==> config.mk <==
export PLATFORM = sky130hd
export DESIGN_NAME = lisp_token_scanner_unit_flat
export DESIGN_NICKNAME = d
export VERILOG_FILES = /design/src/hdl/lts_pkg.sv /design/src/hdl/lts_if.sv /design/src/hdl/lts_ram.sv /design/src/hdl/lts_core.sv /design/src/hdl/lisp_token_scanner_unit.sv /design/src/flat_wrapper.sv
export SDC_FILE = /design/constraint.sdc
export NUM_CORES = 1
export LEC_CHECK = 0
export BUFFER_PORTS_ARGS = -buffer_cell sky130_fd_sc_hd__clkbuf_2
export CORE_AREA = 2 2 189 191
export CTS_CLUSTER_DIAMETER = 100
export CTS_CLUSTER_SIZE = 8
export DETAILED_ROUTE_END_ITERATION = 8
export DIE_AREA = 0 0 191 193
export GPL_TIMING_DRIVEN = 0
export PLACE_DENSITY = 0.63
export SLEW_MARGIN = 20
export SYNTH_ARGS = -nofsm -noshare
export SYNTH_HDL_FRONTEND = slang
export SYNTH_SLANG_ARGS = --single-unit
export TNS_END_PERCENT = 1
==> constraint.sdc <==
create_clock -name clk_i -period 7.82 [get_ports clk_i]
set_input_delay 0 -clock clk_i [delete_from_list [all_inputs] [get_ports clk_i]]
set_output_delay 0 -clock clk_i [all_outputs]
set_load 0.005 [all_outputs]
==> src/hdl/lts_pkg.sv <==
// ----------------------------------------------------------------------------
// lts_pkg
// Shared constants, codes and character classes of the token scanner.
// ----------------------------------------------------------------------------
package lts_pkg;

  localparam int MaxToken = 32;
  localparam int CntW     = $clog2(MaxToken + 1);
  localparam int AddrW    = $clog2(MaxToken);

  localparam logic [3:0] ST_IDLE    = 4'd0;
  localparam logic [3:0] ST_COMMENT = 4'd1;
  localparam logic [3:0] ST_CHARLIT = 4'd2;
  localparam logic [3:0] ST_MINUS   = 4'd3;
  localparam logic [3:0] ST_INT     = 4'd4;
  localparam logic [3:0] ST_DOT     = 4'd5;
  localparam logic [3:0] ST_FRAC    = 4'd6;
  localparam logic [3:0] ST_IDENT   = 4'd7;
  localparam logic [3:0] ST_STRING  = 4'd8;
  localparam logic [3:0] ST_STRESC  = 4'd9;

  localparam logic [2:0] K_IDENT  = 3'd0;
  localparam logic [2:0] K_INT    = 3'd1;
  localparam logic [2:0] K_DEC    = 3'd2;
  localparam logic [2:0] K_STRING = 3'd3;
  localparam logic [2:0] K_CHAR   = 3'd4;
  localparam logic [2:0] K_SINGLE = 3'd5;
  localparam logic [2:0] K_END    = 3'd6;
  localparam logic [2:0] K_BIG    = 3'd7;

  localparam logic [2:0] RegBigNumber = 3'd0;

  function automatic logic is_digit(input logic [7:0] c);
    return (c >= 8'h30) && (c <= 8'h39);
  endfunction

  function automatic logic is_alpha(input logic [7:0] c);
    return ((c >= 8'h61) && (c <= 8'h7a)) || ((c >= 8'h41) && (c <= 8'h5a));
  endfunction

  function automatic logic is_ws(input logic [7:0] c);
    return (c == 8'h20) || (c == 8'h0c) || (c == 8'h09) || (c == 8'h0b) ||
           (c == 8'h0d);
  endfunction

  function automatic logic is_cont(input logic [7:0] c);
    return is_alpha(c) || is_digit(c) || (c == "_") || (c == "-") || (c == "+") ||
           (c == "*") || (c == "/") || (c == "%") || (c == "<") || (c == ">") ||
           (c == "=") || (c == "&");
  endfunction

  function automatic logic is_start(input logic [7:0] c);
    return is_alpha(c) || (c == "_") || (c == "+") || (c == "*") || (c == "/") ||
           (c == "%") || (c == "<") || (c == ">") || (c == "=") || (c == "&") ||
           (c == "$") || (c == ":") || (c == "^") || (c == "#") || (c == 8'h5c) ||
           (c == "@") || (c == "~") || (c == "|");
  endfunction

  function automatic logic [7:0] esc_code(input logic [7:0] c);
    logic [7:0] r;
    unique case (c)
      "a":     r = 8'd7;
      "b":     r = 8'd8;
      "f":     r = 8'd12;
      "n":     r = 8'd10;
      "r":     r = 8'd13;
      "t":     r = 8'd9;
      "v":     r = 8'd11;
      default: r = c;
    endcase
    return r;
  endfunction

endpackage

==> src/hdl/lts_if.sv <==
// ----------------------------------------------------------------------------
// lts_in_if / lts_out_if
// Valid/ready channels for source bytes and token result beats.
// ----------------------------------------------------------------------------
interface lts_in_if;
  logic       valid;
  logic       ready;
  logic [7:0] in_byte;
  logic       end_of_input;
  modport source (output valid, in_byte, end_of_input, input ready);
  modport sink (input valid, in_byte, end_of_input, output ready);
endinterface

interface lts_out_if;
  logic        valid;
  logic        ready;
  logic [2:0]  token_kind;
  logic [7:0]  token_byte;
  logic        last_byte;
  logic [5:0]  token_length;
  logic        overflowed;
  logic [15:0] line_number;
  modport source (output valid, token_kind, token_byte, last_byte, token_length,
                  overflowed, line_number, input ready);
  modport sink (input valid, token_kind, token_byte, last_byte, token_length,
                overflowed, line_number, output ready);
endinterface

==> src/hdl/lts_ram.sv <==
// ----------------------------------------------------------------------------
// lts_ram
// Generic single write, single read RAM with registered read data.
// ----------------------------------------------------------------------------
module lts_ram #(
  parameter int Width = 8,
  parameter int Depth = 32
) (
  input  logic                     clk_i,
  input  logic                     we_i,
  input  logic [$clog2(Depth)-1:0] waddr_i,
  input  logic [Width-1:0]         wdata_i,
  input  logic                     re_i,
  input  logic [$clog2(Depth)-1:0] raddr_i,
  output logic [Width-1:0]         rdata_o
);

  logic [Width-1:0] mem [Depth];
  logic [Width-1:0] rdata_q;

  always_ff @(posedge clk_i) begin
    if (we_i) begin
      mem[waddr_i] <= wdata_i;
    end
    if (re_i) begin
      rdata_q <= mem[raddr_i];
    end
  end

  assign rdata_o = rdata_q;

endmodule

==> src/hdl/lts_core.sv <==
// ----------------------------------------------------------------------------
// lts_core
// Scan sequencer: steps one byte through the scanner, writes token text to
// the store and reads it back as a run of result beats.
// ----------------------------------------------------------------------------
module lts_core
  import lts_pkg::*;
(
  input  logic             clk_i,
  input  logic             rst_ni,
  input  logic             big_number_i,
  lts_in_if.sink           in_i,
  lts_out_if.source        out_o,
  output logic             ram_we_o,
  output logic [AddrW-1:0] ram_waddr_o,
  output logic [7:0]       ram_wdata_o,
  output logic             ram_re_o,
  output logic [AddrW-1:0] ram_raddr_o,
  input  logic [7:0]       ram_rdata_i
);

  localparam logic [2:0] F_ACC   = 3'd0;
  localparam logic [2:0] F_STEP  = 3'd1;
  localparam logic [2:0] F_ERD   = 3'd2;
  localparam logic [2:0] F_EOUT  = 3'd3;
  localparam logic [2:0] F_EZERO = 3'd4;
  localparam logic [2:0] F_FIN   = 3'd5;

  logic [2:0]      fsm_q, fsm_d, ret_q, ret_d;
  logic [3:0]      st_q, st_d;
  logic [CntW-1:0] cnt_q, cnt_d, idx_q, idx_d;
  logic            trunc_q, trunc_d;
  logic [15:0]     line_q, line_d;
  logic [7:0]      c_q;
  logic            eoi_q;
  logic [2:0]      kind_q, kind_d;

  logic        ovalid_q, ovalid_d, oload, out_free;
  logic [7:0]  obyte_d, obyte_q;
  logic        olast_d, olast_q;
  logic [2:0]  okind_q;
  logic [5:0]  olen_q;
  logic        otrunc_q;
  logic [15:0] oline_q;

  logic [3:0]      nst;
  logic            rescan, clr, app, emit, lninc;
  logic [7:0]      av;
  logic [2:0]      ek;
  logic [CntW-1:0] base;
  logic            tbase;
  logic            accept;

  assign accept   = in_i.valid && in_i.ready;
  assign in_i.ready = (fsm_q == F_ACC);
  assign out_free = !ovalid_q || out_o.ready;

  always_comb begin
    nst = st_q; rescan = 1'b0; clr = 1'b0; app = 1'b0; av = c_q;
    emit = 1'b0; ek = K_IDENT; lninc = 1'b0;
    if (eoi_q) begin
      nst = ST_IDLE;
      unique case (st_q)
        ST_CHARLIT:            begin clr = 1'b1; emit = 1'b1; ek = K_CHAR; end
        ST_MINUS, ST_IDENT:    begin emit = 1'b1; ek = K_IDENT; end
        ST_INT:                begin emit = 1'b1; ek = big_number_i ? K_BIG : K_INT; end
        ST_FRAC:               begin emit = 1'b1; ek = big_number_i ? K_BIG : K_DEC; end
        ST_STRING, ST_STRESC:  begin emit = 1'b1; ek = K_STRING; end
        default:               ;
      endcase
    end else begin
      unique case (st_q)
        ST_IDLE: begin
          clr = 1'b1;
          priority if (c_q == 8'h0a) lninc = 1'b1;
          else if (is_ws(c_q)) ;
          else if (c_q == ";") nst = ST_COMMENT;
          else if (c_q == "?") nst = ST_CHARLIT;
          else if (c_q == "-") begin app = 1'b1; nst = ST_MINUS; end
          else if (is_digit(c_q)) begin app = 1'b1; nst = ST_INT; end
          else if (is_start(c_q)) begin app = 1'b1; nst = ST_IDENT; end
          else if (c_q == 8'h22) nst = ST_STRING;
          else begin app = 1'b1; emit = 1'b1; ek = K_SINGLE; end
        end
        ST_COMMENT: if (c_q == 8'h0a) begin lninc = 1'b1; nst = ST_IDLE; end
        ST_CHARLIT: begin
          clr = 1'b1; app = 1'b1; emit = 1'b1; ek = K_CHAR; nst = ST_IDLE;
        end
        ST_MINUS: begin nst = is_digit(c_q) ? ST_INT : ST_IDENT; rescan = 1'b1; end
        ST_INT: begin
          priority if (is_digit(c_q)) app = 1'b1;
          else if (c_q == ".") begin app = 1'b1; nst = ST_DOT; end
          else if (is_alpha(c_q)) begin clr = 1'b1; nst = ST_IDLE; rescan = 1'b1; end
          else begin
            emit = 1'b1; ek = big_number_i ? K_BIG : K_INT; nst = ST_IDLE; rescan = 1'b1;
          end
        end
        ST_DOT: begin
          if (is_digit(c_q)) begin app = 1'b1; nst = ST_FRAC; end
          else begin clr = 1'b1; nst = ST_IDLE; rescan = 1'b1; end
        end
        ST_FRAC: begin
          if (is_digit(c_q)) app = 1'b1;
          else begin
            emit = 1'b1; ek = big_number_i ? K_BIG : K_DEC; nst = ST_IDLE; rescan = 1'b1;
          end
        end
        ST_IDENT: begin
          if (is_cont(c_q)) app = 1'b1;
          else begin emit = 1'b1; ek = K_IDENT; nst = ST_IDLE; rescan = 1'b1; end
        end
        ST_STRING: begin
          priority if (c_q == 8'h22) begin emit = 1'b1; ek = K_STRING; nst = ST_IDLE; end
          else if (c_q == 8'h5c) nst = ST_STRESC;
          else begin lninc = (c_q == 8'h0a); app = 1'b1; end
        end
        ST_STRESC: begin
          if (c_q == 8'h0a) lninc = 1'b1;
          else begin app = 1'b1; av = esc_code(c_q); end
          nst = ST_STRING;
        end
        default: begin nst = ST_IDLE; rescan = 1'b1; end
      endcase
    end
    base  = clr ? '0 : cnt_q;
    tbase = clr ? 1'b0 : trunc_q;
  end

  always_comb begin
    fsm_d = fsm_q; ret_d = ret_q; st_d = st_q; cnt_d = cnt_q; idx_d = idx_q;
    trunc_d = trunc_q; line_d = line_q; kind_d = kind_q;
    ram_we_o = 1'b0; ram_waddr_o = base[AddrW-1:0]; ram_wdata_o = av;
    ram_re_o = 1'b0; ram_raddr_o = idx_q[AddrW-1:0];
    oload = 1'b0; obyte_d = ram_rdata_i; olast_d = 1'b0;
    unique case (fsm_q)
      F_ACC: if (accept) fsm_d = F_STEP;
      F_STEP: begin
        st_d = nst; cnt_d = base; trunc_d = tbase; kind_d = ek;
        if (lninc) line_d = line_q + 16'd1;
        if (app) begin
          if (base < CntW'(MaxToken)) begin
            ram_we_o = 1'b1;
            cnt_d = base + CntW'(1);
          end else begin
            trunc_d = 1'b1;
          end
        end
        idx_d = '0;
        if (eoi_q) begin
          ret_d = F_FIN;
          fsm_d = emit ? ((cnt_d == '0) ? F_EZERO : F_ERD) : F_FIN;
        end else if (emit) begin
          ret_d = rescan ? F_STEP : F_ACC;
          fsm_d = (cnt_d == '0) ? F_EZERO : F_ERD;
        end else begin
          fsm_d = rescan ? F_STEP : F_ACC;
        end
      end
      F_ERD: begin ram_re_o = 1'b1; fsm_d = F_EOUT; end
      F_EOUT: if (out_free) begin
        oload = 1'b1;
        olast_d = (idx_q + CntW'(1) == cnt_q);
        idx_d = idx_q + CntW'(1);
        if (olast_d) begin
          cnt_d = '0; trunc_d = 1'b0; fsm_d = ret_q;
        end else begin
          fsm_d = F_ERD;
        end
      end
      F_EZERO: if (out_free) begin
        oload = 1'b1; obyte_d = 8'd0; olast_d = 1'b1;
        cnt_d = '0; trunc_d = 1'b0; fsm_d = ret_q;
      end
      F_FIN: begin
        kind_d = K_END; cnt_d = '0; trunc_d = 1'b0; ret_d = F_ACC; fsm_d = F_EZERO;
      end
      default: fsm_d = F_ACC;
    endcase
    ovalid_d = oload ? 1'b1 : (out_o.ready ? 1'b0 : ovalid_q);
  end

  always_ff @(posedge clk_i or negedge rst_ni) begin
    if (!rst_ni) begin
      fsm_q <= F_ACC; ret_q <= F_ACC; st_q <= ST_IDLE; cnt_q <= '0; idx_q <= '0;
      trunc_q <= 1'b0; line_q <= 16'd1; ovalid_q <= 1'b0; kind_q <= K_IDENT;
    end else begin
      fsm_q <= fsm_d; ret_q <= ret_d; st_q <= st_d; cnt_q <= cnt_d; idx_q <= idx_d;
      trunc_q <= trunc_d; line_q <= line_d; ovalid_q <= ovalid_d; kind_q <= kind_d;
    end
  end

  always_ff @(posedge clk_i) begin
    if (accept) begin
      c_q <= in_i.in_byte; eoi_q <= in_i.end_of_input;
    end
    if (oload) begin
      obyte_q <= obyte_d; olast_q <= olast_d; okind_q <= kind_q;
      olen_q <= 6'(cnt_q); otrunc_q <= trunc_q; oline_q <= line_q;
    end
  end

  assign out_o.valid        = ovalid_q;
  assign out_o.token_kind   = okind_q;
  assign out_o.token_byte   = obyte_q;
  assign out_o.last_byte    = olast_q;
  assign out_o.token_length = olen_q;
  assign out_o.overflowed   = otrunc_q;
  assign out_o.line_number  = oline_q;

endmodule

==> src/hdl/lisp_token_scanner_unit.sv <==
// ----------------------------------------------------------------------------
// lisp_token_scanner_unit
// Lisp token scanner with a 32-byte text store and an APB mode register.
// ----------------------------------------------------------------------------
// Flow: an accepted byte is stepped through the scanner, again per rescan;
// no new byte is taken until it and its token run are done. A token run
// reads each stored text byte from the store, then loads it into the output
// (one zero beat for an empty token); output back-pressure stalls the run.
// Reset: scanner idle, line count 1, mode 0; the text store is not cleared.
module lisp_token_scanner_unit
  import lts_pkg::*;
(
  input  logic        clk_i,
  input  logic        rst_ni,
  input  logic        psel,
  input  logic        penable,
  input  logic        pwrite,
  input  logic [2:0]  paddr,
  input  logic [31:0] pwdata,
  output logic [31:0] prdata,
  output logic        pready,
  lts_in_if.sink      in_i,
  lts_out_if.source   out_o
);

  logic             big_q;
  logic             we, re;
  logic [AddrW-1:0] waddr, raddr;
  logic [7:0]       wdata, rdata;

  assign pready = 1'b1;
  assign prdata = (paddr == RegBigNumber) ? {31'd0, big_q} : 32'd0;

  always_ff @(posedge clk_i or negedge rst_ni) begin
    if (!rst_ni) begin
      big_q <= 1'b0;
    end else if (psel && penable && pwrite && (paddr == RegBigNumber)) begin
      big_q <= pwdata[0];
    end
  end

  lts_core u_core (
    .clk_i        (clk_i),
    .rst_ni       (rst_ni),
    .big_number_i (big_q),
    .in_i         (in_i),
    .out_o        (out_o),
    .ram_we_o     (we),
    .ram_waddr_o  (waddr),
    .ram_wdata_o  (wdata),
    .ram_re_o     (re),
    .ram_raddr_o  (raddr),
    .ram_rdata_i  (rdata)
  );

  lts_ram #(.Width(8), .Depth(MaxToken)) u_text (
    .clk_i   (clk_i),
    .we_i    (we),
    .waddr_i (waddr),
    .wdata_i (wdata),
    .re_i    (re),
    .raddr_i (raddr),
    .rdata_o (rdata)
  );

endmodule

==> src/flat_wrapper.sv <==
// flat-port wrapper written by rule: the top's interface ports become plain ports
module lisp_token_scanner_unit_flat import lts_pkg::*;
  (clk_i, rst_ni, psel, penable, pwrite, paddr, pwdata, prdata, pready, in_i_valid, in_i_in_byte, in_i_end_of_input, in_i_ready, out_o_valid, out_o_token_kind, out_o_token_byte, out_o_last_byte, out_o_token_length, out_o_overflowed, out_o_line_number, out_o_ready);
  lts_in_if in_i_i ();
  lts_out_if out_o_i ();
  input  logic clk_i;
  input  logic rst_ni;
  input  logic psel;
  input  logic penable;
  input  logic pwrite;
  input  logic [2:0] paddr;
  input  logic [31:0] pwdata;
  output logic [31:0] prdata;
  output logic pready;
  input wire logic [$bits(in_i_i.valid)-1:0] in_i_valid;
  input wire logic [$bits(in_i_i.in_byte)-1:0] in_i_in_byte;
  input wire logic [$bits(in_i_i.end_of_input)-1:0] in_i_end_of_input;
  output wire logic [$bits(in_i_i.ready)-1:0] in_i_ready;
  output wire logic [$bits(out_o_i.valid)-1:0] out_o_valid;
  output wire logic [$bits(out_o_i.token_kind)-1:0] out_o_token_kind;
  output wire logic [$bits(out_o_i.token_byte)-1:0] out_o_token_byte;
  output wire logic [$bits(out_o_i.last_byte)-1:0] out_o_last_byte;
  output wire logic [$bits(out_o_i.token_length)-1:0] out_o_token_length;
  output wire logic [$bits(out_o_i.overflowed)-1:0] out_o_overflowed;
  output wire logic [$bits(out_o_i.line_number)-1:0] out_o_line_number;
  input wire logic [$bits(out_o_i.ready)-1:0] out_o_ready;
  assign in_i_i.valid = in_i_valid;
  assign in_i_i.in_byte = in_i_in_byte;
  assign in_i_i.end_of_input = in_i_end_of_input;
  assign in_i_ready = in_i_i.ready;
  assign out_o_valid = out_o_i.valid;
  assign out_o_token_kind = out_o_i.token_kind;
  assign out_o_token_byte = out_o_i.token_byte;
  assign out_o_last_byte = out_o_i.last_byte;
  assign out_o_token_length = out_o_i.token_length;
  assign out_o_overflowed = out_o_i.overflowed;
  assign out_o_line_number = out_o_i.line_number;
  assign out_o_i.ready = out_o_ready;
  lisp_token_scanner_unit u_core (.clk_i(clk_i), .rst_ni(rst_ni), .psel(psel), .penable(penable), .pwrite(pwrite), .paddr(paddr), .pwdata(pwdata), .prdata(prdata), .pready(pready), .in_i(in_i_i), .out_o(out_o_i));
endmodule
==> results by group, run 1 <==
Status
  – Status: finished clean

GRT
  – GRT Util Overall: 0.194
  – Vias in the first global route: 8880
  – GRT overflow: 0
  – Initial antenna violation count: 0
  – First-pass GRT wire length: 53400 µm
  – Largest net degree at the start of global routing: 44

Worst setup path
  – WP data arrival: 4.80 ns
  – CP Capture Type: flop
  – CP max FO: 10
  – Crit Path Category: flop to flop
  – CP startpoint kind: flop
  – R2R depth: 13
  – R2r setup slk: 3.27 ns
  – Critical Path RT: 8.07 ns

CTS
  – Inserted Clock Buffers: 49
  – Setup Fix Bufs, Post-CTS: 0
  – CTS tree: yes
  – Post-CTS resize count: 0
  – Cts hold-fix bufs: 14
  – Clock Sinks: 351
  – Htree depth: 2
  – Clock root cell: clkbuf_16
  – Clock Pin Slew Worst Setup and Hold Paths: 0.06 ns
  – Clk Latency, worst-skew pair: 0.56 ns
  – Clock Path Buffers: 3

Drt
  – 1st-pass router iterations: 6
  – WL final: 35000 µm
  – 1st-iter DRT viols: 832
  – DRC Markers: 0
  – Vias: 9186
  – Routed Antenna Nets: 0
  – Wire per inst: 21.4 µm
  – Routed vias/inst: 5.60

Final layout
  – Nets: 1215
  – Layout cell share with drive strength beyond 1: 0.246
  – Commonest non-fill, non-tap cells in the layout: edfxtp_1, mux4_2, nor2_1
  – Synth-to-Final Area Change: 17.3%
  – Most common cell after layout, fill and taps aside: edfxtp_1
  – N_diodes: 0

STA
  – Setup TNS: 0 ns
  – Hold Vio Cnt, Final: 0
  – Slew @ Worst Pin: 1.06 ns
  – Final Max Tran Viols: 0
  – RSZ-0062 raised after global routing: no
  – Clock Skews: 0.0180 ns
  – Final setup viols: 0
  – Worst slew margin: 0.290
  – Tcrit/Tclk final: 0.582
  – Setup ws final: 3.27 ns
  – Fin Hold WS: 0.0245 ns
  – Max Freq: 220 MHz
  – Final Critical Period: 4.55 ns

Yosys
  – EDFF count, synth: 308
  – Flip-flop and latch count after synthesis: 351
  – Synth top area cells: edfxtp_1, mux4_2, dfrtp_1, nor2_1, buf_4
  – Synthesized cell area: 0.0155 mm²
  – Leading area contributor after synthesis: edfxtp_1
  – Syn avg cell area: 15.6 µm²
  – Gate count after technology mapping: 994
  – Asr flop ratio synth: 0.123
  – Sequential-to-total area share from yosys stat: 0.665
  – Most used DFF post-synth: edfxtp_1
  – Cell variety after synth: 84
  – Yosys Warn Count: 0
  – Synth top area share: 0.596

Floorplan
  – Die height: 193 µm
  – Initial Utilization: 0.444
  – Die W: 191 µm
  – Placeable Area: 0.0350 mm²
  – DIE AREA: 0.0369 mm²
  – Num rows: 69
  – # IOs: 121

Power and ir drop
  – PD cells: 282 mW/mm²
  – Static leakage: 6.20 nW
  – Peak VDD IR: 0.189 mV
  – Tot Pwr: 5.13 mW

Job
  – Max Cap Violations: 0

Place
  – IO Port Bufs: 57
  – Gpl congestion: 0.889
  – Post-DP HPWL: 23600 µm
  – Dpl ws: 3.33 ns

Worst hold path
  – Hold WC Path Type: primary input to asynchronous set/reset pin
## worst max-delay path: stages, from the launching register on
cell	delay, ns
edfxtp_1	0.43
clkbuf_1	0.23
o21a_1	0.27
o21ai_1	0.39
o32ai_1	0.18
nor2_1	0.36
clkbuf_1	0.43
nand2_1	0.21
inv_1	0.13
ha_1	0.14
clkbuf_1	0.30
nand2_2	0.31
nor4_2	0.58
buf_4	0.26
## synth_stat cells (16+ instances only)
master	count
inv_1	19
dfrtp_1	42
buf_4	32
a21oi_1	20
nand3_1	31
o21ai_0	24
nor2_1	74
clkbuf_1	39
and2_1	20
nand2_1	52
mux4_2	80
edfxtp_1	308
xnor2_1	16
## metal layers
| metal | routed length [µm] | vias to the layer above | GRT usage |
|---|---|---|---|
| met3 | 2570 | 48 | 0.0373 |
| met5 | 0 | - | 0 |
| met2 | 16800 | 353 | 0.315 |
| li1 | - | 4178 | - |
| met4 | 677 | 0 | 0.0519 |
| met1 | 15000 | 4607 | 0.270 |
## sequential cells by signal (all words and copies together) (netlist names), 4 cells and up
signal                            count
u_core.u_core.line_q                 16
u_core.u_core.st_q                    4
u_core.u_core.out_o.token_byte        8
u_core.u_core.c_q                     8
u_core.u_core.cnt_q                   6
u_core.u_core.idx_q                   6
u_core.u_core.out_o.token_length      6
u_core.u_text.rdata_o                 8
u_core.u_text.mem                   256
u_core.u_core.out_o.line_number      16
## cell families after synthesis
| group | after synthesis | share of synthesized area |
|---|---|---|
| AOI/OAI and AO/OA | 126 | 0.0577 |
| buffers and inverters | 108 | 0.0350 |
| muxes | 93 | 0.125 |
| xor gates and xnor gates | 25 | 0.0150 |
| other | 2 | 0.000484 |
| adders and majority gates | 6 | 0.00484 |
| and+or+nand+nor | 283 | 0.0963 |
| DFF | 351 | 0.665 |
## layout make-up
type / instances / area, µm²
plain buffers: 89 / 474
clock buffers: 69 / 1300
clock inverters: 2 / 46.3
fillers: 2853 / 16800
inverters: 19 / 71.3
multi-input cells: 565 / 4850
flip-flops and latches: 351 / 10300
well taps: 461 / 577
repair buffers: 83 / 552
## where the power goes
part           switching [mW]  leakage, nW  internal [mW]
Clock                   0.736        0.646           1.14
Combinational           0.556         2.22          0.519
Sequential             0.0345         3.34           2.15
## stage by stage
step                      area (µm²)  utilization  std cells
after detailed placement       16700        0.478       1554
after global placement         16500        0.472       1542
after CTS                      18200        0.520       1639
after floorplan                15600            -       1024
final                          18200        0.521       1639
after global routing           18200        0.521       1639
## path summary, 6_finish.rpt
kind | start | endpoint
setup reg to reg | u_core.u_core.c_q[1] | u_core.u_text.mem[23][0]
hold / removal | rst_ni | u_core.big_q
max in group asynchronous | rst_ni | u_core.u_core.line_q[13]
hold reg to reg | u_core.u_core.cnt_q[1] | u_core.u_core.out_o.token_length[1]
min in group clk_i | in_i_in_byte[3] | u_core.u_core.c_q[3]
setup / recovery | u_core.u_core.c_q[1] | u_core.u_text.mem[23][0]
Power figures use the tool's default switching activity.
==> run 2, diff against run 1 <==
Settings changed: PLACE_DENSITY 0.63 to 0.66.
Clock period 7.82 ns to 3.9 ns, I/O delays scaled along.
==> run 2 against run 1 <==
  * Largest power group unchanged
  * Cell area increased by 1.3%
  * Clock power increased by 100%
  * Count of clock-buffer cells in the layout decreased by 1
  * Wire length decreased by 0.18%
  * First-iteration DRC count decreased by 7.8%
  * Non-clock buffer count increased by 3
  * Register-to-register slack got worse by 3.2 ns
  * Highest routed layer unchanged
  * Final cell count increased by 0.12%
  * Sequential power increased by 100%
  * Sequential share of layout area decreased by 0.74 points
  * Utilization increased by 0.68 points
  * Largest cell class unchanged
==> results by group, run 2 (synthesis gave the netlist of run 1 again) <==
Floorplan
  – DIE AREA: 0.0369 mm² (unchanged)
  – # IOs: 121 (unchanged)
  – Placeable Area: 0.0350 mm² (unchanged)
  – Die height: 193 µm (unchanged)
  – Initial Utilization: 0.444 (unchanged)
  – Die W: 191 µm (unchanged)
  – Num rows: 69 (unchanged)

Final layout
  – Number of flip-flops under the largest register name: 256 (unchanged)
  – Synth-to-Final Area Change: 18.8%
  – Nets: 1218 (+0.25%)
  – Commonest non-fill, non-tap cells in the layout: edfxtp_1, mux4_2, clkbuf_2
  – Reg with most FFs: u_core.u_text.mem
  – Fin util: 0.527 (+0.00683)
  – N_diodes: 0 (unchanged)
  – Layout cell share with drive strength beyond 1: 0.282 (+0.0360)
  – Most common cell after layout, fill and taps aside: edfxtp_1
  – Fillcell total: 2834 (-0.67%)

Worst setup path
  – Crit Path Category: flop to flop
  – CP max FO: 10 (unchanged)
  – CP startpoint kind: flop
  – Critical Path RT: 4.16 ns (-3.91 ns)
  – CP Capture Type: flop
  – WP data arrival: 4.06 ns (-0.74 ns)

CTS
  – Inserted Clock Buffers: 49 (unchanged)
  – CTS tree: yes
  – Clk Latency, worst-skew pair: 0.55 ns (about the same)
  – Clock Sinks: 351 (unchanged)
  – Clock root cell: clkbuf_16
  – Clock Path Buffers: 3 (unchanged)
  – Clock Pin Slew Worst Setup and Hold Paths: 0.06 ns (about the same)
  – Htree depth: 2 (unchanged)

Place
  – IO Port Bufs: 57 (unchanged)
  – Gpl congestion: 0.872 (-1.9%)
  – Post-DP HPWL: 23500 µm (-0.45%)

Drt
  – WL final: 34900 µm (-0.18%)
  – Routed Antenna Nets: 0 (unchanged)
  – Wire per inst: 21.3 µm (-0.30%)
  – Vias: 9210 (+0.26%)
  – 1st-iter DRT viols: 767 (-7.8%)
  – DRC Markers: 0 (unchanged)
  – 1st-pass router iterations: 7 (+1)
  – Routed vias/inst: 5.61 (+0.14%)

Job
  – Max Cap Violations: 0 (unchanged)

Worst hold path
  – Hold WC Path Type: primary input to asynchronous set/reset pin

GRT
  – Largest net degree at the start of global routing: 44 (unchanged)
  – Vias in the first global route: 8888 (+0.090%)
  – GRT Util Overall: 0.192 (-0.00211)
  – First-pass GRT wire length: 53000 µm (-0.67%)
  – GRT overflow: 0 (unchanged)
  – Initial antenna violation count: 0 (unchanged)

Power and ir drop
  – Static leakage: 6.30 nW (+1.7%)
  – Clock Power Share: 0.365 (about the same)
  – Peak VDD IR: 0.340 mV (+79%)
  – PD cells: 557 mW/mm² (+98%)
  – Reg power frac: 0.427 (about the same)
  – Switching share of power: 0.259 (+0.000510)
  – Tot Pwr: 10.3 mW (+100%)
  – Sw power: 2.66 mW (+100%)
  – Internal power: 7.61 mW (+100%)
  – Combinational share of power: 0.207 (-0.002)

STA
  – Final setup viols: 0 (unchanged)
  – Tcrit/Tclk final: 0.974 (+0.392)
  – Clock Skews: 0.0179 ns (-0.000115 ns)
  – Final Max Tran Viols: 0 (unchanged)
  – Worst slew margin: 0.313 (+0.0228)
  – Hold Vio Cnt, Final: 0 (unchanged)
  – Slew @ Worst Pin: 1.03 ns (-0.0341 ns)
  – RSZ-0062 raised after global routing: yes
  – Final Critical Period: 3.80 ns (-0.750 ns)
  – Max Freq: 263 MHz (+20%)

Status
  – Status: finished clean
run 2: changes by cell type in the layout (fill, tap and decap cells not counted), moves of 3 or more:
| cell | delta |
|---|---|
| nor2_1 | -25 |
| nor2_2 | +25 |
| nor4_2 | -8 |
| nor4_4 | +8 |
| buf_4 | +7 |
| clkbuf_1 | -6 |
| o21ai_1 | -3 |
run 2: critical path, cell delays in order (launching register included):
cell and delay (ns):
edfxtp_1 0.49, or4b_4 0.63, nor3_1 0.38, o21ai_0 0.18, o21ai_2 0.16, o21ai_2 0.21
a211oi_4 0.40, nand2_2 0.36, nor4_4 0.46, buf_4 0.23
run 2: what timing repair did:
item                       in CTS  in global routing
hold endpoints to repair       56                  0
setup endpoints to repair     258                258
hold buffers                   14                  0
pin swaps                       6                  6
resized for setup              40                 12
setup buffers                   0                  6
run 2: routing by layer:
layer | vias up | part of all wire | global-route usage | wire length (µm)
met5 | - | 0 | 0 | 0
met4 | 0 | 0.025 | 0.0575 | 859
met3 | 73 | 0.077 | 0.0387 | 2670
met2 | 388 | 0.48 | 0.318 | 16900
met1 | 4586 | 0.41 | 0.258 | 14500
li1 | 4163 | - | - | -
run 2: power by group through the flow:
| stage | clock network [mW] | logic (mW) | registers (mW) |
|---|---|---|---|
| global placement | 0 | 2.12 | 4.45 |
| finish | 3.75 | 2.13 | 4.39 |
| global route | 3.98 | 2.28 | 4.40 |
| CTS | 3.82 | 2.15 | 4.39 |
| detailed placement | 0 | 2.13 | 4.46 |
| floorplan | 0 | 1.42 | 4.45 |
run 2: cell type report:
class,count,area (µm²),share of cell area
plain buffers,86,465,0.0252
clock buffers,68,1300,0.0704
clock inverters,2,46.3,0.00251
well taps,461,577,0.0313
repair buffers,89,587,0.0318
inverters,19,71.3,0.00387
flip-flops and latches,351,10300,0.560
multi-input cells,565,5070,0.275
run 2: worst paths after layout:
check | cells after the start | start | endpoint | slack (ns)
max in group asynchronous | 2 | rst_ni | u_core.u_core.line_q[13] | 3.42
worst max register to register | 9 | u_core.u_core.c_q[4] | u_core.u_text.mem[20][1] | 0.10
worst max-delay path | 9 | u_core.u_core.c_q[4] | u_core.u_text.mem[20][1] | 0.10
worst min-delay path | 2 | rst_ni | u_core.u_core.st_q[0] | 0.03
worst min register to register | 0 | u_core.u_core.cnt_q[1] | u_core.u_core.out_o.token_length[1] | 0.45
min in group clk_i | 2 | in_i_in_byte[3] | u_core.u_core.c_q[3] | 0.17
run 2: metrics by stage:
step	setup TNS, ns	setup slack [ns]	cell area [µm²]	hold slack [ns]	cells
final	0	0.102	18400	0.0327	1641
after floorplan	0	0.0294	15600	-0.296	1024
after global placement	-181.06	-1.36	16500	0.177	1542
after global routing	-0.540	-0.0467	18400	0.103	1641
after detailed placement	-73.33	-0.587	16700	0.0920	1554
after CTS	-8.52	-0.143	18300	0.0615	1637
==> run 3, diff against run 2 <==
==> constraint.sdc (replaced) <==
create_clock -name clk_i -period 3.9 [get_ports clk_i]
set_input_delay 0.195 -clock clk_i [delete_from_list [all_inputs] [get_ports clk_i]]
set_output_delay 0.195 -clock clk_i [all_outputs]
set_load 0.005 [all_outputs]
==> run 3 against run 2 <==
  * Via count is 0.31% higher
  * Total power hardly changed
  * Cell area shrank 0.11%
  * Non-clock buffer count shrank 2
  * Critical path type unchanged
  * Final cell count is 0.12% lower
  * Worst hold slack gained 0.0092 ns
  * Sequential power is essentially flat
  * Highest routed layer unchanged
  * Setup slack worse by 0.011 ns
  * Global-route usage barely moved
==> results by group, run 3 (synthesis gave the netlist of run 1 again) <==
Final layout
  – Final Non-Filler Cells: 1639 (-0.12%)
  – Reg with most FFs: u_core.u_text.mem
  – N_diodes: 0 (unchanged)
  – Fillcell total: 2836 (+0.071%)
  – Layout cell share with drive strength beyond 1: 0.283 (+0.000479)
  – Number of flip-flops under the largest register name: 256 (unchanged)
  – Synth-to-Final Area Change: 18.7%
  – Nets: 1216 (-0.16%)
  – Most common cell after layout, fill and taps aside: edfxtp_1
  – Fin util: 0.527 (-0.000572)
  – Final Cell Area: 0.0184 mm² (-0.11%)
  – Commonest non-fill, non-tap cells in the layout: edfxtp_1, mux4_2, clkbuf_2

Place
  – Dpl cells: 1554 (unchanged)
  – IO Port Bufs: 57 (unchanged)
  – Area post-placement: 0.0167 mm² (unchanged)
  – Post-DP HPWL: 23500 µm (unchanged)
  – Gpl congestion: 0.872 (unchanged)

Power and ir drop
  – PD cells: 558 mW/mm² (+0.11%)
  – Tot Pwr: 10.3 mW (about the same)
  – Peak VDD IR: 0.340 mV (+0.19%)
  – Static leakage: 6.30 nW (-0.13%)

Floorplan
  – Die height: 193 µm (unchanged)
  – DIE AREA: 0.0369 mm² (unchanged)
  – Placeable Area: 0.0350 mm² (unchanged)
  – Num rows: 69 (unchanged)
  – Initial Utilization: 0.444 (unchanged)
  – Die W: 191 µm (unchanged)
  – # IOs: 121 (unchanged)

Drt
  – 1st-pass router iterations: 5 (-2)
  – Vias: 9239 (+0.31%)
  – Routed Antenna Nets: 0 (unchanged)
  – Routed vias/inst: 5.64 (+0.44%)
  – 1st-iter DRT viols: 849 (+11%)
  – DRC Markers: 0 (unchanged)
  – Wire per inst: 21.4 µm (+0.39%)
  – WL final: 35000 µm (+0.27%)

Worst setup path
  – R2r setup slk: 0.09 ns (about the same)
  – Crit Path Category: flop to flop
  – Reg-to-Reg End: u_core.u_text.mem[20][1]
  – Critical Path RT: 4.16 ns (about the same)
  – CP Capture Type: flop
  – CP max FO: 10 (unchanged)
  – R2R depth: 9 (unchanged)
  – Reg2reg start: u_core.u_core.c_q[4]
  – CP startpoint kind: flop
  – WP data arrival: 4.07 ns (about the same)
  – Critical path origin: u_core.u_core.c_q[4]

GRT
  – GRT overflow: 0 (unchanged)
  – Vias in the first global route: 8876 (-0.14%)
  – GRT Util Overall: 0.192 (about the same)
  – Initial antenna violation count: 0 (unchanged)
  – Largest net degree at the start of global routing: 44 (unchanged)
  – First-pass GRT wire length: 53000 µm (about the same)

STA
  – Final setup viols: 0 (unchanged)
  – Max Freq: 263 MHz (-0.29%)
  – Tcrit/Tclk final: 0.977 (+0.00287)
  – Clock Skews: 0.0220 ns (+0.00403 ns)
  – Slew @ Worst Pin: 1.04 ns (+0.00911 ns)
  – Final Critical Period: 3.81 ns (+0.0112 ns)
  – Hold Vio Cnt, Final: 0 (unchanged)
  – RSZ-0062 raised after global routing: yes
  – Worst slew margin: 0.307 (-0.00607)
  – Setup TNS: 0 ns (unchanged)
  – Final Max Tran Viols: 0 (unchanged)

CTS
  – Clk Latency, worst-skew pair: 0.55 ns (about the same)
  – Inserted Clock Buffers: 49 (unchanged)
  – CTS tree: yes
  – Clock Pin Slew Worst Setup and Hold Paths: 0.05 ns (about the same)
  – Clock Sinks: 351 (unchanged)
  – Clock root cell: clkbuf_16
  – Clock Path Buffers: 3 (unchanged)
  – Htree depth: 2 (unchanged)

Worst hold path
  – Hold_sp: out_o_ready
  – Hold path cells: 4
  – WHS Endpoint: u_core.u_core.out_o.valid
  – Hold WC Path Type: primary input to flop

Job
  – Max Cap Violations: 0 (unchanged)

Status
  – Status: finished clean
run 3: cell types whose count changed in the layout (fill, tap and decap cells not counted):
cell | before | now
dlygate4sd3_1 | 14 | 12
run 3: worst max path at each step:
stage                                     to  slack [ns]  cells past startpoint
floorplan            u_core.u_text.mem[7][0]        0.03                     11
global route        u_core.u_text.mem[20][1]       -0.05                     10
detailed placement   u_core.u_text.mem[7][2]       -0.59                     12
global placement    u_core.u_text.mem[10][1]       -1.36                      6
CTS                  u_core.u_text.mem[5][2]       -0.14                     10
finish              u_core.u_text.mem[20][1]        0.09                      9
run 3: critical path, cell delays in order (launching register included):
cell and delay (ns):
edfxtp_1 0.49, or4b_4 0.63, nor3_1 0.39, o21ai_0 0.19, o21ai_2 0.16, o21ai_2 0.21, a211oi_4 0.40, nand2_2 0.35
nor4_4 0.46, buf_4 0.23
run 3: layout make-up:
cell class | instances | area, µm² | area share
Clock inverter | 2 | 46.3 | 0.00251
Tap cell | 461 | 577 | 0.0313
Buffer | 86 | 465 | 0.0253
Clock buffer | 68 | 1300 | 0.0704
Multi-Input combinational cell | 565 | 5070 | 0.275
Sequential cell | 351 | 10300 | 0.561
Inverter | 19 | 71.3 | 0.00387
Timing Repair Buffer | 87 | 567 | 0.0308
run 3: per-stage QoR:
step           setup slack (ns)  hold slack [ns]
2_1_floorplan            0.0294           -0.101
3_5_place_dp             -0.587            0.287
5_1_grt                 -0.0467           0.0554
6_report                 0.0908           0.0419
4_1_cts                  -0.143           0.0205
3_3_place_gp              -1.36            0.372
run 3: per-layer routing:
layer  track usage  share of wire  vias to the layer above
met5             0              0                        -
met1         0.258           0.41                     4607
li1              -              -                     4160
met3        0.0387          0.076                       70
met2         0.317           0.48                      402
met4        0.0575          0.024                        0
run 3: power breakdown:
part / switching (mW) / internal [mW] / leakage, nW
combinational: 1.11 / 1.02 / 2.31
clock: 1.48 / 2.27 / 0.645
sequential: 0.0708 / 4.31 / 3.34
total: 2.66 / 7.61 / 6.30
run 3: timing repair:
| item | CTS | global route |
|---|---|---|
| resized for setup | 40 | 12 |
| hold endpoints to repair | 52 | 0 |
| cloned | 0 | 0 |
| buffers inserted | 0 | 6 |
| hold buffers | 12 | 0 |
| endpoints found under the setup margin | 258 | 258 |
| pin swaps | 6 | 6 |
